[config.mk]
export PLATFORM = sky130hd
export DESIGN_NAME = fcw_alu
export DESIGN_NICKNAME = d
export VERILOG_FILES = /design/src/hdl/fcw_pkg.sv /design/src/hdl/fcw_alu.sv
export SDC_FILE = /design/constraint.sdc
export NUM_CORES = 1
export LEC_CHECK = 0
export ABC_AREA = 1
export BUFFER_PORTS_ARGS = -buffer_cell sky130_fd_sc_hd__buf_2
export CORE_ASPECT_RATIO = 0.8
export CORE_MARGIN = 4
export CORE_UTILIZATION = 40
export CTS_CLUSTER_DIAMETER = 100
export DETAILED_ROUTE_END_ITERATION = 8
export PLACE_DENSITY = 0.67
export SLEW_MARGIN = 20
export SYNTH_ARGS = -nofsm -noshare
export SYNTH_HDL_FRONTEND = slang
export SYNTH_SLANG_ARGS = --single-unit
[constraint.sdc]
create_clock -name i_clk -period 5.25 [get_ports i_clk]
set_input_delay 1.575 -clock i_clk [delete_from_list [all_inputs] [get_ports i_clk]]
set_output_delay 1.575 -clock i_clk [all_outputs]
set_load 0.03 [all_outputs]
[src/hdl/fcw_pkg.sv]
`timescale 1ns / 1ps
// ----------------------------------------------------------------------------
// fcw_pkg: shared types and constants of the cluster chain walker
// Table geometry, FAT kind codes, end-of-chain limits, transfer payloads
// and the control bundle of the shared arithmetic unit.
// ----------------------------------------------------------------------------
package fcw_pkg;

    localparam int TABLE_ENTRIES = 4096;
    localparam int MAX_RUN       = 63;
    localparam int TBL_AW        = $clog2(TABLE_ENTRIES);
    localparam int STEP_W        = TBL_AW + 1;

    localparam int CLUSTER_W = 32;
    localparam int SPC_W     = 8;
    localparam int COUNT_W   = 6;
    localparam int INDEX_W   = 12;
    localparam int CFG_AW    = 2;
    localparam int CFG_DW    = 32;

    localparam logic [CLUSTER_W-1:0] ALL_ONES      = '1;
    localparam logic [CLUSTER_W-1:0] FIRST_CLUSTER = 32'd2;
    localparam logic [CLUSTER_W-1:0] TABLE_END     = CLUSTER_W'(TABLE_ENTRIES);

    localparam logic [1:0] FAT_12   = 2'd0;
    localparam logic [1:0] FAT_16   = 2'd1;
    localparam logic [1:0] FAT_32   = 2'd2;
    localparam logic [1:0] FAT_NONE = 2'd3;

    localparam logic [CLUSTER_W-1:0] LIMIT_FAT12 = 32'h0000_0FF7;
    localparam logic [CLUSTER_W-1:0] LIMIT_FAT16 = 32'h0000_FFF7;
    localparam logic [CLUSTER_W-1:0] LIMIT_FAT32 = 32'h0FFF_FFF7;

    localparam logic [CFG_AW-1:0] CFG_FAT_KIND = 2'd0;
    localparam logic [CFG_AW-1:0] CFG_SPC      = 2'd1;
    localparam logic [CFG_AW-1:0] CFG_FDS      = 2'd2;

    localparam logic MODE_LOAD = 1'b0;
    localparam logic MODE_WALK = 1'b1;

    localparam logic KIND_READ = 1'b0;
    localparam logic KIND_DONE = 1'b1;

    typedef struct packed {
        logic                 mode;
        logic [INDEX_W-1:0]   entry_index;
        logic [CLUSTER_W-1:0] entry_value;
        logic [CLUSTER_W-1:0] head_cluster;
        logic [CLUSTER_W-1:0] skip_count;
        logic [COUNT_W-1:0]   cluster_count;
    } t_in_item;

    typedef struct packed {
        logic                 kind;
        logic [CLUSTER_W-1:0] cluster;
        logic [CLUSTER_W-1:0] first_block;
        logic [SPC_W-1:0]     block_count;
        logic                 out_of_range;
        logic                 last;
    } t_out_item;

    typedef enum logic {
        ALU_MUL,
        ALU_MOD
    } t_alu_op;

    typedef struct packed {
        logic    start;
        t_alu_op op;
    } t_alu_req;

    typedef struct packed {
        logic busy;
        logic done;
    } t_alu_rsp;

    function automatic logic [CLUSTER_W-1:0] fat_limit(input logic [1:0] kind);
        logic [CLUSTER_W-1:0] lim;
        case (kind)
            FAT_12:  lim = LIMIT_FAT12;
            FAT_16:  lim = LIMIT_FAT16;
            default: lim = LIMIT_FAT32;
        endcase
        return lim;
    endfunction

endpackage

[src/hdl/fcw_alu.sv]
`timescale 1ns / 1ps
// ----------------------------------------------------------------------------
// fcw_alu: shared iterative shift-add / shift-subtract unit
// Multiply-accumulate (a * b[7:0] + addend) in 8 steps, or remainder
// (a mod b) in 32 restoring steps, both through one adder.
// ----------------------------------------------------------------------------
module fcw_alu
    import fcw_pkg::*;
(
    input  logic                 i_clk,
    input  logic                 i_rst_n,
    input  t_alu_req             i_req,
    input  logic [CLUSTER_W-1:0] i_opa,
    input  logic [CLUSTER_W-1:0] i_opb,
    input  logic [CLUSTER_W-1:0] i_addend,
    output t_alu_rsp             o_rsp,
    output logic [CLUSTER_W-1:0] o_result
);

    localparam int MUL_STEPS = SPC_W;
    localparam int MOD_STEPS = CLUSTER_W;
    localparam int CNT_W     = $clog2(MOD_STEPS);

    t_alu_op              r_op,   n_op;
    logic                 r_busy, n_busy;
    logic                 r_done, n_done;
    logic [CNT_W-1:0]     r_cnt,  n_cnt;
    logic [CLUSTER_W-1:0] r_acc,  n_acc;
    logic [CLUSTER_W-1:0] r_x,    n_x;
    logic [CLUSTER_W-1:0] r_y,    n_y;

    logic [CLUSTER_W+1:0] add_a;
    logic [CLUSTER_W+1:0] add_b;
    logic                 add_cin;
    logic [CLUSTER_W+1:0] sum;

    always_comb begin
        if (r_op == ALU_MUL) begin
            add_a   = {2'b00, r_acc};
            add_b   = {2'b00, (r_y[0] ? r_x : '0)};
            add_cin = 1'b0;
        end else begin
            add_a   = {1'b0, r_acc, r_x[CLUSTER_W-1]};
            add_b   = {1'b0, ~{1'b0, r_y}};
            add_cin = 1'b1;
        end
        sum = add_a + add_b + (CLUSTER_W+2)'(add_cin);
    end

    always_comb begin
        n_op   = r_op;
        n_busy = r_busy;
        n_done = 1'b0;
        n_cnt  = r_cnt;
        n_acc  = r_acc;
        n_x    = r_x;
        n_y    = r_y;
        if (i_req.start) begin
            n_op   = i_req.op;
            n_busy = 1'b1;
            n_x    = i_opa;
            n_y    = i_opb;
            if (i_req.op == ALU_MUL) begin
                n_acc = i_addend;
                n_cnt = CNT_W'(MUL_STEPS - 1);
            end else begin
                n_acc = '0;
                n_cnt = CNT_W'(MOD_STEPS - 1);
            end
        end else if (r_busy) begin
            if (r_op == ALU_MUL) begin
                n_acc = sum[CLUSTER_W-1:0];
                n_x   = {r_x[CLUSTER_W-2:0], 1'b0};
                n_y   = {1'b0, r_y[CLUSTER_W-1:1]};
            end else begin
                n_acc = sum[CLUSTER_W+1] ? sum[CLUSTER_W-1:0] : add_a[CLUSTER_W-1:0];
                n_x   = {r_x[CLUSTER_W-2:0], 1'b0};
            end
            n_cnt = r_cnt - 1'b1;
            if (r_cnt == '0) begin
                n_busy = 1'b0;
                n_done = 1'b1;
            end
        end
    end

    always_ff @(posedge i_clk) begin
        r_op  <= n_op;
        r_cnt <= n_cnt;
        r_acc <= n_acc;
        r_x   <= n_x;
        r_y   <= n_y;
        if (!i_rst_n) begin
            r_busy <= 1'b0;
            r_done <= 1'b0;
        end else begin
            r_busy <= n_busy;
            r_done <= n_done;
        end
    end

    assign o_rsp.busy = r_busy;
    assign o_rsp.done = r_done;
    assign o_result   = r_acc;

endmodule

==> results.toml <==
[outcome]
outcome = "completed"

[power_and_ir_drop]
p_clk_frac = 0.187
power.density_nw_per_um2 = 387
pwr-share-seq = 0.326
ir_drop_uv = 188
p_int_mw = 2.00
p_leak_nw = 4.85
power.total_mw = 3.58
switching_share = 0.442
p_comb_frac = 0.487
power.switching_mw = 1.58

[clocking]
cts_setup_buffers = 0
hold_buffers = 0
cts_tree = "built"
cts-root-buf = "clkbuf_16"
cts_sinks = 104
h-tree-depth = 3
cts_resized = 0
clkLatencyLatePin_ps = 360
clk_path_buf_depth = 2
clk_pin_slew_ps = 80
numCtsBuffers = 9

[timing]
fin_skew_ps = 8.07
max_slew.worst_pin.slew_ps = 1070
max_freq_mhz = 227
slew_violations = 0
relSlewSlack = 0.286
period_needed_ps = 4400
period_share = 0.838
setup_viol_count_final = 0
rsz0062_at_grt = "false"
finalHoldViolCount = 0
finalSetupTns_ps = 0

[drt]
avgViaCountPerCell = 5.02
drt-total-wl_um = 24200
drcViolationCount = 0
drtIter0Drc = 647
wire_per_inst_um = 15.6
drtPass1Iterations = 5
postRouteAntennaNets = 0
num_vias = 7798

[synthesis]
syn_avg_cell_area_um2 = 6.93
ys.warnings.count = 0
ys_seq_elements = 104
synth_area_um2 = 8170
ys_seq_area_frac = 0.380
synth_cell_type_count = 38
syn_inst = 1179
postSynth.asyncResetShare = 0
synth_edf_count = 102
syn_nets = 1314
synthFlopType = "edfxtp_1"

[critical_path]
crit_top_cell = "nand2_2"
rr_worst_depth = 16
max_stage_delay_ps = 790
path_delay_family = "simple AND/OR/NAND/NOR gates"
end_kind = "flip-flop"
cp_slowest_cell = "inv_1"
path_class = "reg -> reg"
startpoint_type = "flip-flop"
critical_path_required_ps = 5370
ff2ff_setup_slack_ps = 850
path_buf_inv = 2
r2r_start = "r_op"
crit_chain = "buf_4 -> nor2_1 -> inv_1 -> o22ai_1 -> ha_1 -> nand2_2 -> nor2_4 -> nand3_2 -> nand3_2 -> nand2_2 -> nand2_2 -> nand2_4 -> nand2_4 -> nand3_1 -> nand2_1 -> nand2_1"
arrival_ps = 4520
crit_fanout = 36
rr_endpoint = "o_result[25]"

[min_path]
hold_depth = 1
min_path_type = "reg -> reg"
min_from = "r_busy"
hold_end = "r_done"

[floorplan]
ioPinCount = 134
die_w_um = 168
die_area_um2 = 22800
die_h_um = 136
coreArea_um2 = 20000
rows = 46
start_util = 0.409

[final_layout]
insertedDiodeCount = 0
fin_nets = 1418
drive_above_1_share = 0.168
mostFrequentLayoutCells = "nand2_1, inv_1, buf_2"
syn_to_final_growth_pct = 13.4
final_common_cell = "nand2_1"

[global_routing]
grt_max_degree = 91
overflow = 0
track_usage = 0.210
grt_pass1_wl_um = 38000
grt_pass1_vias = 7178
antenna_found_initial = 0

[place]
gp_congestion = 0.943
io_buffer_count = 133
dp_hpwl_um = 19200

[flow_run]
cap_violations = 0
## flip-flops by register name, summed over array words and instances (netlist names)
register	flops
r_x	32
o_result	32
r_cnt	5
r_done	1
r_y	32
r_op	1
r_busy	1
## power groups by stage
stage	sequential, mW	clock (mW)	combinational, mW
after global placement	1.19	0	1.73
final	1.17	0.671	1.75
after floorplan	1.29	0	1.14
after detailed placement	1.18	0	1.74
after CTS	1.17	0.682	1.74
after global routing	1.18	0.718	1.96
## worst max path at each step
stage | slack [ps] | start | cells past startpoint | end
2_1_floorplan | 1200 | i_req[1] | 4 | r_y[0]
4_1_cts | 970 | r_op | 16 | o_result[25]
3_3_place_gp | 1060 | r_op | 16 | o_result[25]
6_report | 850 | r_op | 16 | o_result[25]
3_5_place_dp | 1000 | r_op | 16 | o_result[25]
5_1_grt | 600 | r_op | 16 | o_result[23]
## synthesized netlist by cell type, types with 9 or more instances
| cell | n | area (um2) |
|---|---|---|
| nand2_1 | 447 | 1680 |
| inv_1 | 187 | 702 |
| edfxtp_1 | 102 | 3060 |
| nand3_1 | 89 | 445 |
| o21ai_0 | 65 | 325 |
| nor2_1 | 49 | 184 |
| ha_1 | 33 | 413 |
| o22ai_1 | 31 | 194 |
| or2_2 | 30 | 188 |
| clkbuf_1 | 26 | 97.6 |
| a21oi_1 | 23 | 115 |
| xnor2_1 | 11 | 96.3 |
| nand4_1 | 9 | 56.3 |
## through the flow
step / hold WS, ps / std cells / utilization / area (um2) / worst slack [ps]
after global placement: 520 / 1536 / 0.450 / 8980 / 1060
after global routing: 561 / 1552 / 0.464 / 9270 / 597
after CTS: 539 / 1552 / 0.464 / 9270 / 967
after detailed placement: 525 / 1536 / 0.450 / 8980 / 998
after floorplan: 484 / 1179 / - / 8170 / 1200
final: 538 / 1552 / 0.464 / 9270 / 851
## metal layers
metal	GRT usage	wire, um	vias up
met5	0	0	-
met4	0.0424	246	0
met3	0.0250	1530	18
li1	-	-	3947
met1	0.338	12600	3559
met2	0.300	9880	274
## cell families (layout without fill, tap and decap cells)
group	count (synthesis)	count (layout)	share of synthesized area
AOI/OAI and AO/OA	129	129	0.0871
xor gates and xnor gates	17	17	0.0182
adders and majority gates	35	35	0.0554
buffers and inverters	240	349	0.119
DFF	104	104	0.380
and+or+nand+nor	654	654	0.341
## final cells by class
cell class | instances | area [um2]
Timing Repair Buffer | 139 | 711
Fill cell | 2043 | 10700
Tap cell | 264 | 330
Sequential cell | 104 | 3100
Multi-Input combinational cell | 835 | 4110
Inverter | 194 | 728
Clock inverter | 6 | 52.6
Clock buffer | 10 | 239
(Power assumes the default switching activity.)
